<file path="src/rtl/tick_driven_uart_8n1_with_fifos_top_assert.svh">
// ----------------------------------------------------------------------------
// UART assertion macros
// Shorthand for the concurrent checks at the end of the UART top level.
// ----------------------------------------------------------------------------
`ifndef TICK_DRIVEN_UART_8N1_WITH_FIFOS_TOP_ASSERT_SVH
`define TICK_DRIVEN_UART_8N1_WITH_FIFOS_TOP_ASSERT_SVH

// The consequent must hold in the same cycle as the antecedent.
`define TDU_ASSERT_SAME(label, ante, cons, msg) \
  label: assert property (@(posedge clk) disable iff (rst) (ante) |-> (cons)) \
    else $error(msg);

// The consequent must hold in the cycle after the antecedent.
`define TDU_ASSERT_NEXT(label, ante, cons, msg) \
  label: assert property (@(posedge clk) disable iff (rst) (ante) |=> (cons)) \
    else $error(msg);

`endif

</file>
<file path="src/rtl/tdu_pkg.sv">
// ----------------------------------------------------------------------------
// UART package
// Types, codes and default constants of the tick driven 8N1 UART.
// ----------------------------------------------------------------------------
`default_nettype none

package tdu_pkg;

  localparam int TX_DEPTH_DEFAULT = 16;
  localparam int RX_DEPTH_DEFAULT = 16;

  localparam int CMD_W   = 2;
  localparam int BYTE_W  = 8;
  localparam int FILL_W  = 5;
  localparam int PHASE_W = 8;
  localparam int CFG_IDX_W  = 1;
  localparam int CFG_DATA_W = 8;

  localparam logic [BYTE_W-1:0] SAMPLE_THRESHOLD_RESET = 8'd120;

  localparam logic [1:0] FIRST_DELAY_SHORT = 2'd2;
  localparam logic [1:0] FIRST_DELAY_LONG  = 2'd3;

  typedef enum logic [CMD_W-1:0] {
    CMD_TICK = 2'd0,
    CMD_EDGE = 2'd1,
    CMD_PUT  = 2'd2,
    CMD_GET  = 2'd3
  } cmd_t;

  typedef enum logic [CFG_IDX_W-1:0] {
    REG_SAMPLE_THRESHOLD = 1'b0,
    REG_RX_ENABLE        = 1'b1
  } cfg_reg_t;

  typedef enum logic [2:0] {
    MODE_IDLE  = 3'b001,
    MODE_START = 3'b010,
    MODE_DATA  = 3'b100
  } mode_t;

endpackage

`default_nettype wire

</file>
<file path="src/rtl/tick_driven_uart_8n1_with_fifos_top.sv">
// ----------------------------------------------------------------------------
// Tick driven 8N1 UART with FIFOs
// Channel     | Handshake           | Payload
// input       | in_valid / in_stall | cmd, rx_level, timer_phase, data_in
// result      | out_valid/out_stall | tx_level, data_out, accepted, rx_fill,
//             |                     | tx_fill, overflow
// config      | cfg_valid/cfg_ready | cfg_index, cfg_data
//
// One request is taken every cycle while in_stall is low; its result passes
// from the input register into the result register, which drives out_valid.
// Each FIFO is a memory with one write port and one registered read port.
// Reset clears all control state; the FIFO memories are not cleared.
// A stalled result holds the result register and, behind it, the input one.
// ----------------------------------------------------------------------------
`default_nettype none

`include "tick_driven_uart_8n1_with_fifos_top_assert.svh"

module tick_driven_uart_8n1_with_fifos_top #(
  parameter int TX_DEPTH = tdu_pkg::TX_DEPTH_DEFAULT,
  parameter int RX_DEPTH = tdu_pkg::RX_DEPTH_DEFAULT
) (
  input  wire logic                            clk,
  input  wire logic                            rst,
  input  wire logic                            in_valid,
  output logic                                 in_stall,
  input  wire logic [tdu_pkg::CMD_W-1:0]       cmd,
  input  wire logic                            rx_level,
  input  wire logic [tdu_pkg::PHASE_W-1:0]     timer_phase,
  input  wire logic [tdu_pkg::BYTE_W-1:0]      data_in,
  output logic                                 out_valid,
  input  wire logic                            out_stall,
  output logic                                 tx_level,
  output logic [tdu_pkg::BYTE_W-1:0]           data_out,
  output logic                                 accepted,
  output logic [tdu_pkg::FILL_W-1:0]           rx_fill,
  output logic [tdu_pkg::FILL_W-1:0]           tx_fill,
  output logic                                 overflow,
  input  wire logic                            cfg_valid,
  output logic                                 cfg_ready,
  input  wire logic [tdu_pkg::CFG_IDX_W-1:0]   cfg_index,
  input  wire logic [tdu_pkg::CFG_DATA_W-1:0]  cfg_data
);
  import tdu_pkg::*;

  localparam int TxPtrW = $clog2(TX_DEPTH);
  localparam int RxPtrW = $clog2(RX_DEPTH);
  localparam int TxCntW = $clog2(TX_DEPTH + 1);
  localparam int RxCntW = $clog2(RX_DEPTH + 1);

  logic [BYTE_W-1:0]  sample_threshold;
  logic               rx_enable;

  logic               in_full;
  cmd_t               cmd_r;
  logic               rx_level_r;
  logic [PHASE_W-1:0] timer_phase_r;
  logic [BYTE_W-1:0]  data_in_r;
  logic               advance;

  logic [BYTE_W-1:0]  tx_mem [TX_DEPTH];
  logic [BYTE_W-1:0]  rx_mem [RX_DEPTH];
  logic [BYTE_W-1:0]  tx_rd;
  logic [BYTE_W-1:0]  rx_rd;
  logic               tx_we;
  logic               rx_we;

  logic [TxPtrW-1:0]  tx_head, tx_head_next, tx_tail, tx_tail_next;
  logic [TxCntW-1:0]  tx_count, tx_count_next;
  logic [RxPtrW-1:0]  rx_head, rx_head_next, rx_tail, rx_tail_next;
  logic [RxCntW-1:0]  rx_count, rx_count_next;

  mode_t              tx_mode, tx_mode_next;
  logic [3:0]         tx_bit_index, tx_bit_index_next;
  logic               tx_half, tx_half_next;
  logic               line_out, line_out_next;

  mode_t              rx_mode, rx_mode_next;
  logic [BYTE_W-1:0]  rx_shift, rx_shift_next;
  logic [3:0]         rx_bit_index, rx_bit_index_next;
  logic               rx_half, rx_half_next;
  logic [1:0]         rx_delay, rx_delay_next;
  logic               overflow_flag, overflow_flag_next;

  logic [BYTE_W-1:0]  dout_next;
  logic               acc_next;

  assign advance   = in_full && (!out_valid || !out_stall);
  assign in_stall  = in_full && out_valid && out_stall;
  assign cfg_ready = !in_full;

  always_ff @(posedge clk) begin
    if (rst) begin
      sample_threshold <= SAMPLE_THRESHOLD_RESET;
      rx_enable        <= 1'b0;
    end else if (cfg_valid && cfg_ready) begin
      unique case (cfg_reg_t'(cfg_index))
        REG_SAMPLE_THRESHOLD: sample_threshold <= cfg_data;
        REG_RX_ENABLE:        rx_enable        <= cfg_data[0];
        default:              rx_enable        <= rx_enable;
      endcase
    end
  end

  always_ff @(posedge clk) begin
    if (rst) begin
      in_full <= 1'b0;
    end else if (in_valid && !in_stall) begin
      in_full <= 1'b1;
    end else if (advance) begin
      in_full <= 1'b0;
    end
  end

  always_ff @(posedge clk) begin
    if (in_valid && !in_stall) begin
      cmd_r         <= cmd_t'(cmd);
      rx_level_r    <= rx_level;
      timer_phase_r <= timer_phase;
      data_in_r     <= data_in;
    end
  end

  always_comb begin
    tx_head_next       = tx_head;
    tx_tail_next       = tx_tail;
    tx_count_next      = tx_count;
    rx_head_next       = rx_head;
    rx_tail_next       = rx_tail;
    rx_count_next      = rx_count;
    tx_mode_next       = tx_mode;
    tx_bit_index_next  = tx_bit_index;
    tx_half_next       = tx_half;
    line_out_next      = line_out;
    rx_mode_next       = rx_mode;
    rx_shift_next      = rx_shift;
    rx_bit_index_next  = rx_bit_index;
    rx_half_next       = rx_half;
    rx_delay_next      = rx_delay;
    overflow_flag_next = overflow_flag;
    tx_we              = 1'b0;
    rx_we              = 1'b0;
    dout_next          = '0;
    acc_next           = 1'b0;
    if (advance) begin
      unique case (cmd_r)
        CMD_TICK: begin
          unique case (rx_mode)
            MODE_START: begin
              if (rx_delay == 2'd0) begin
                if (rx_level_r && !rx_bit_index[3]) begin
                  rx_shift_next[rx_bit_index[2:0]] = 1'b1;
                end
                rx_bit_index_next = 4'(rx_bit_index + 4'd1);
                rx_half_next      = 1'b0;
                rx_mode_next      = MODE_DATA;
              end else begin
                rx_delay_next = 2'(rx_delay - 2'd1);
              end
            end
            MODE_DATA: begin
              if (rx_half) begin
                rx_half_next = 1'b0;
                if (rx_bit_index[3]) begin
                  if (rx_level_r) begin
                    if (rx_count < RxCntW'(RX_DEPTH)) begin
                      rx_we         = 1'b1;
                      rx_count_next = RxCntW'(rx_count + 1'b1);
                      rx_tail_next  = (rx_tail == RxPtrW'(RX_DEPTH - 1)) ? '0 :
                                      RxPtrW'(rx_tail + 1'b1);
                    end else begin
                      overflow_flag_next = 1'b1;
                    end
                  end
                  rx_bit_index_next = '0;
                  rx_shift_next     = '0;
                  rx_mode_next      = MODE_IDLE;
                end else begin
                  if (rx_level_r) begin
                    rx_shift_next[rx_bit_index[2:0]] = 1'b1;
                  end
                  rx_bit_index_next = 4'(rx_bit_index + 4'd1);
                end
              end else begin
                rx_half_next = 1'b1;
              end
            end
            default: rx_half_next = 1'b1;
          endcase

          if (!tx_half) begin
            tx_half_next = 1'b1;
          end else begin
            tx_half_next = 1'b0;
            if (tx_mode == MODE_START || (tx_mode == MODE_DATA && !tx_bit_index[3])) begin
              line_out_next     = tx_rd[tx_bit_index[2:0]];
              tx_bit_index_next = 4'(tx_bit_index + 4'd1);
              tx_mode_next      = MODE_DATA;
            end else if (tx_mode == MODE_DATA) begin
              line_out_next = 1'b1;
              if (tx_count != '0) begin
                tx_head_next  = (tx_head == TxPtrW'(TX_DEPTH - 1)) ? '0 :
                                TxPtrW'(tx_head + 1'b1);
                tx_count_next = TxCntW'(tx_count - 1'b1);
              end
              tx_mode_next = MODE_IDLE;
            end else if (tx_count != '0) begin
              line_out_next     = 1'b0;
              tx_bit_index_next = '0;
              tx_mode_next      = MODE_START;
            end
          end
        end
        CMD_EDGE: begin
          if (rx_enable && rx_mode == MODE_IDLE && !rx_level_r) begin
            rx_delay_next = (timer_phase_r < sample_threshold) ? FIRST_DELAY_SHORT :
                            FIRST_DELAY_LONG;
            rx_mode_next  = MODE_START;
          end
        end
        CMD_PUT: begin
          if (tx_count < TxCntW'(TX_DEPTH)) begin
            tx_we         = 1'b1;
            tx_count_next = TxCntW'(tx_count + 1'b1);
            tx_tail_next  = (tx_tail == TxPtrW'(TX_DEPTH - 1)) ? '0 :
                            TxPtrW'(tx_tail + 1'b1);
            acc_next      = 1'b1;
          end
        end
        CMD_GET: begin
          if (rx_count != '0) begin
            dout_next     = rx_rd;
            rx_head_next  = (rx_head == RxPtrW'(RX_DEPTH - 1)) ? '0 :
                            RxPtrW'(rx_head + 1'b1);
            rx_count_next = RxCntW'(rx_count - 1'b1);
            acc_next      = 1'b1;
          end
        end
        default: acc_next = 1'b0;
      endcase
    end
  end

  // The read ports always present the entry at the next head pointer, so a
  // write into the empty FIFO is forwarded to the read register.
  always_ff @(posedge clk) begin
    if (tx_we) begin
      tx_mem[tx_tail] <= data_in_r;
    end
    if (tx_we && tx_tail == tx_head_next) begin
      tx_rd <= data_in_r;
    end else begin
      tx_rd <= tx_mem[tx_head_next];
    end
  end

  always_ff @(posedge clk) begin
    if (rx_we) begin
      rx_mem[rx_tail] <= rx_shift;
    end
    if (rx_we && rx_tail == rx_head_next) begin
      rx_rd <= rx_shift;
    end else begin
      rx_rd <= rx_mem[rx_head_next];
    end
  end

  always_ff @(posedge clk) begin
    if (rst) begin
      tx_head       <= '0;
      tx_tail       <= '0;
      tx_count      <= '0;
      rx_head       <= '0;
      rx_tail       <= '0;
      rx_count      <= '0;
      tx_mode       <= MODE_IDLE;
      tx_bit_index  <= '0;
      tx_half       <= 1'b0;
      line_out      <= 1'b1;
      rx_mode       <= MODE_IDLE;
      rx_shift      <= '0;
      rx_bit_index  <= '0;
      rx_half       <= 1'b0;
      rx_delay      <= '0;
      overflow_flag <= 1'b0;
    end else begin
      tx_head       <= tx_head_next;
      tx_tail       <= tx_tail_next;
      tx_count      <= tx_count_next;
      rx_head       <= rx_head_next;
      rx_tail       <= rx_tail_next;
      rx_count      <= rx_count_next;
      tx_mode       <= tx_mode_next;
      tx_bit_index  <= tx_bit_index_next;
      tx_half       <= tx_half_next;
      line_out      <= line_out_next;
      rx_mode       <= rx_mode_next;
      rx_shift      <= rx_shift_next;
      rx_bit_index  <= rx_bit_index_next;
      rx_half       <= rx_half_next;
      rx_delay      <= rx_delay_next;
      overflow_flag <= overflow_flag_next;
    end
  end

  always_ff @(posedge clk) begin
    if (rst) begin
      out_valid <= 1'b0;
    end else if (advance) begin
      out_valid <= 1'b1;
    end else if (!out_stall) begin
      out_valid <= 1'b0;
    end
  end

  always_ff @(posedge clk) begin
    if (advance) begin
      tx_level <= line_out_next;
      data_out <= dout_next;
      accepted <= acc_next;
      rx_fill  <= FILL_W'(rx_count_next);
      tx_fill  <= FILL_W'(tx_count_next);
      overflow <= overflow_flag_next;
    end
  end

  `TDU_ASSERT_SAME(a_tx_ptr_match, tx_tail == tx_head, tx_count == '0 || tx_count == TxCntW'(TX_DEPTH), "TX pointers disagree with TX fill")
  `TDU_ASSERT_SAME(a_rx_ptr_match, rx_tail == rx_head, rx_count == '0 || rx_count == RxCntW'(RX_DEPTH), "RX pointers disagree with RX fill")
  `TDU_ASSERT_SAME(a_tx_busy_has_byte, tx_mode != MODE_IDLE, tx_count != '0, "Transmitter busy with an empty TX FIFO")
  `TDU_ASSERT_SAME(a_rx_start_clean, rx_mode == MODE_START, rx_bit_index == '0 && rx_shift == '0, "Receiver started with stale bits")
  `TDU_ASSERT_NEXT(a_advance_result, advance, out_valid, "Processed request produced no result")

endmodule

`default_nettype wire
</file>
<file path="config.mk">
export PLATFORM = sky130hd
export DESIGN_NAME = tick_driven_uart_8n1_with_fifos_top
export DESIGN_NICKNAME = d
export VERILOG_FILES = /design/src/rtl/tdu_pkg.sv /design/src/rtl/tick_driven_uart_8n1_with_fifos_top.sv
export VERILOG_INCLUDE_DIRS = /design/src /design/src/rtl
export SDC_FILE = /design/constraint.sdc
export NUM_CORES = 1
export LEC_CHECK = 0
export ABC_CLOCK_PERIOD_IN_PS = 3770
export BUFFER_PORTS_ARGS = -buffer_cell sky130_fd_sc_hd__buf_2
export CELL_PAD_IN_SITES_DETAIL_PLACEMENT = 0
export CELL_PAD_IN_SITES_GLOBAL_PLACEMENT = 1
export CORE_MARGIN = 1.5
export CORE_UTILIZATION = 52
export CTS_BUF_LIST = sky130_fd_sc_hd__clkbuf_4 sky130_fd_sc_hd__clkbuf_8 sky130_fd_sc_hd__clkbuf_16
export DETAILED_ROUTE_END_ITERATION = 12
export PLACE_DENSITY = 0.76
export SLEW_MARGIN = 20
export SYNTH_ARGS = -nofsm -noshare
export SYNTH_HDL_FRONTEND = slang
export SYNTH_SLANG_ARGS = --single-unit
</file>
<file path="constraint.sdc">
create_clock -name clk -period 3.77 [get_ports clk]
set_input_delay 0.1885 -clock clk [delete_from_list [all_inputs] [get_ports clk]]
set_output_delay 0.1885 -clock clk [all_outputs]
set_load 0.03 [all_outputs]
</file>
==> run_results.csv <==
group,metric,value,unit
run_status,outcome,"completed",
power_and_ir_drop,pwr_density_cell,483,nW/um^2
worst_setup_path,critPathMaxFanout,19,
timing,hold_viol_final,0,
timing,maxSlewViolCount,0,
finish,drive_gt1_share,21.7,%
routing,wl_per_cell,20.5,um
timing,setup_viol,0,
flow_run,cap_violations,0,
timing,fin_crit_sh,86.7,%
hold_path,whs_path_depth,4,
logic_synthesis,yosysWarnings,0,
logic_synthesis,yosysTopAreaCellShare,59.7,%
placement,place_inst,1379,
grt,grt-ovfl-total,0,
grt,grt_pass1_wl,46700,um
routing,vias,8279,
routing,drt_iter0_markers,551,
hold_path,min_from,"cfg_valid",
grt,antenna_found_initial,0,
power_and_ir_drop,p_leak,0.00562,uW
grt,grt_max_degree,35,
clocking,cts.htree.levels,2,
logic_synthesis,synth_top_cell_by_area,"edfxtp_1",
clocking,clock_sinks,369,
routing,ant_nets,0,
clocking,cts_made_buffers,39,
worst_setup_path,path_class,"register to register",
placement,io_buffers,56,
logic_synthesis,synth_enable_flop_cells,296,
clocking,clockBufferDepth,3,
routing,finalWirelength,30300,um
timing,relSlewSlack,39.0,%
placement,place_area,15800,sq um
placement,place_hpwl,19200,um
finish,fin_nets,1133,
clocking,clockRootBuffer,"clkbuf_16",
finish,num_antenna_cells,0,
finish,fin_cells,1478,
finish,stdcell_area,17400,sq um
logic_synthesis,syn_nets,1005,
timing,tightest_slew,911,ps
placement,dp_slack,532,ps
routing,viasPerCell,5.60,
logic_synthesis,synth-seq-cells,369,
worst_setup_path,arrival,3540,ps
logic_synthesis,avgSynthCellArea,15.8,sq um
timing,period_minus_slack,3270,ps
power_and_ir_drop,ir_worst_vdd,340,uV
logic_synthesis,syn_inst,943,
worst_setup_path,reg2reg_depth,9,
floorplanning,start_util,53.1,%
routing,drc_errors,0,
finish,finish.utilization,62.0,%
timing,rsz0062_at_grt,"no",
timing,fin_ws,502,ps
timing,fmax,306,MHz
clocking,clk_pin_slew,60,ps
finish,syn2layout_area_growth,16.7,%
floorplanning,rows,61,
floorplanning,die_h,172,um
clocking,cts_tree,"yes",
clocking,clock_latency,540,ps
timing,tns,0,ps
worst_setup_path,crit_path_end_kind,"register",
logic_synthesis,synthArstFlopShare,0,%
timing,clock_skew,16.3,ps
logic_synthesis,synth_cell_types,57,
floorplanning,core,28000,sq um
floorplanning,die_area,29700,sq um
grt,grt_usage,21.2,%
clocking,post_cts_resized,0,
grt,first_global_vias,8253,
placement,globalplace.congestion,0.803,
worst_setup_path,reg2reg_to,"tx_level",
hold_path,whs_endpoint,"rx_enable",
routing,drt_first_pass_iters,5,
worst_setup_path,required,4050,ps
floorplanning,die_w,172,um
logic_synthesis,synth_ff_type,"edfxtp_1",
floorplanning,ioPinCount,57,
logic_synthesis,netlist_area,14900,sq um
worst_setup_path,worst-r2r-setup-slack,500,ps
worst_setup_path,critPathLaunchType,"register",
hold_path,hp-class,"input pin to register",
logic_synthesis,yosysSeqAreaShare,69.5,%
logic_synthesis,synthTopCellsByArea,"edfxtp_1, mux4_2, dfxtp_1",
## sequential cells by signal, indices dropped and copies added (netlist names), 5 cells and up, named ones only
name and count:
rx_shift 8, tx_mem 128, rx_mem 128, data_out 8
timer_phase_r 8, rx_count 5, rx_fill 5, data_in_r 8
sample_threshold 8, tx_count 5, tx_fill 5
## layout make-up
class,instances,area [sq um]
clock buffers,47,1050
repair buffers,127,898
flip-flops and latches,369,10400
inverters,34,128
clock inverters,23,228
well taps,378,473
fillers,2093,10600
multi-input cells,500,4250
## worst max-delay path: stages, from the launching register on
cell	delay [ps]
dfxtp_2	600
buf_4	390
mux4_2	550
mux2i_1	140
nor3_1	50
or4_1	430
a311oi_1	300
nor2_1	140
and2_1	190
o22a_1	200
## through the flow
| step | hold slack (ps) | total power [uW] |
|---|---|---|
| 3_3_place_gp | 365 | 4670 |
| 3_5_place_dp | 367 | 4680 |
| 4_1_cts | 43.6 | 8460 |
| 5_1_grt | 76.6 | 8630 |
| 2_1_floorplan | 287 | 4610 |
| 6_report | 56.2 | 8390 |
## synth_stat cells (4+ instances only)
library cell    n
a211o_1         5
a21oi_1        29
a22oi_1         4
a31oi_1         9
a41oi_1         5
buf_1          10
buf_2           4
clkbuf_1       24
dfxtp_1        73
edfxtp_1      296
ha_1           29
inv_1          34
mux2_2          6
mux2i_1        21
mux4_1          4
mux4_2         65
nand2_1        47
nand2b_1       12
nand3_1         9
nand4_1        10
nor2_1         93
nor2b_1        36
nor3_1         23
nor3b_1         4
o21ai_0        27
or3_1           4
xnor2_1         7
xor2_1          7
## power by group
group,switching [uW],internal (uW)
registers,32.5,4400
logic,103,73.3
clock network,1570,2210
total,1700,6680
## placed cells by master (no fill, tap or decap), types with 5 or more instances in the layout
cell,n
nand2b_1,12
ha_1,29
nand3_1,9
buf_2,56
mux2i_1,21
clkinv_2,8
xnor2_1,7
nand2_1,47
buf_4,41
nor2_1,93
a21oi_1,29
a41oi_1,5
nand4_1,10
mux4_2,65
clkinv_1,6
dfxtp_1,71
edfxtp_1,296
a31oi_1,9
inv_1,34
clkbuf_16,39
mux2_2,6
o21ai_0,26
clkbuf_4,6
a211o_1,5
nor3_1,23
nor2b_1,35
dlygate4sd3_1,29
xor2_1,7
## metal layers
layer,up-vias,track usage (%),routed length (um)
met5,-,0,0
met4,0,7.64,864
met3,60,2.93,1380
met2,203,35.2,14800
met1,4140,28.8,13200
li1,3876,-,-
## timing repair
| item | in CTS | in global routing |
|---|---|---|
| hold buffers | 29 | 0 |
| endpoints found under the setup margin | 0 | 0 |
| buffers inserted | 0 | 0 |
| endpoints found under the hold margin | 30 | 0 |
## cells by family after synthesis
family | after synthesis | share of synthesized area (%)
multiplexers | 96 | 12.4
AO/OA/AOI/OAI | 109 | 4.72
flip-flops | 369 | 69.5
AND/OR/NAND/NOR | 252 | 8.11
adder cells (fa/ha/maj) | 29 | 2.44
XOR/XNOR | 14 | 0.824
buffers and inverters | 74 | 1.98
## worst max-delay path by stage
stage                              end  slack [ps]
final                         tx_level         500
after global routing          tx_level         280
after CTS                     tx_level         510
after detailed placement      tx_level         530
after global placement        tx_level         550
after floorplan           rx_mem[3][0]         640
Power figures use the tool's default switching activity.
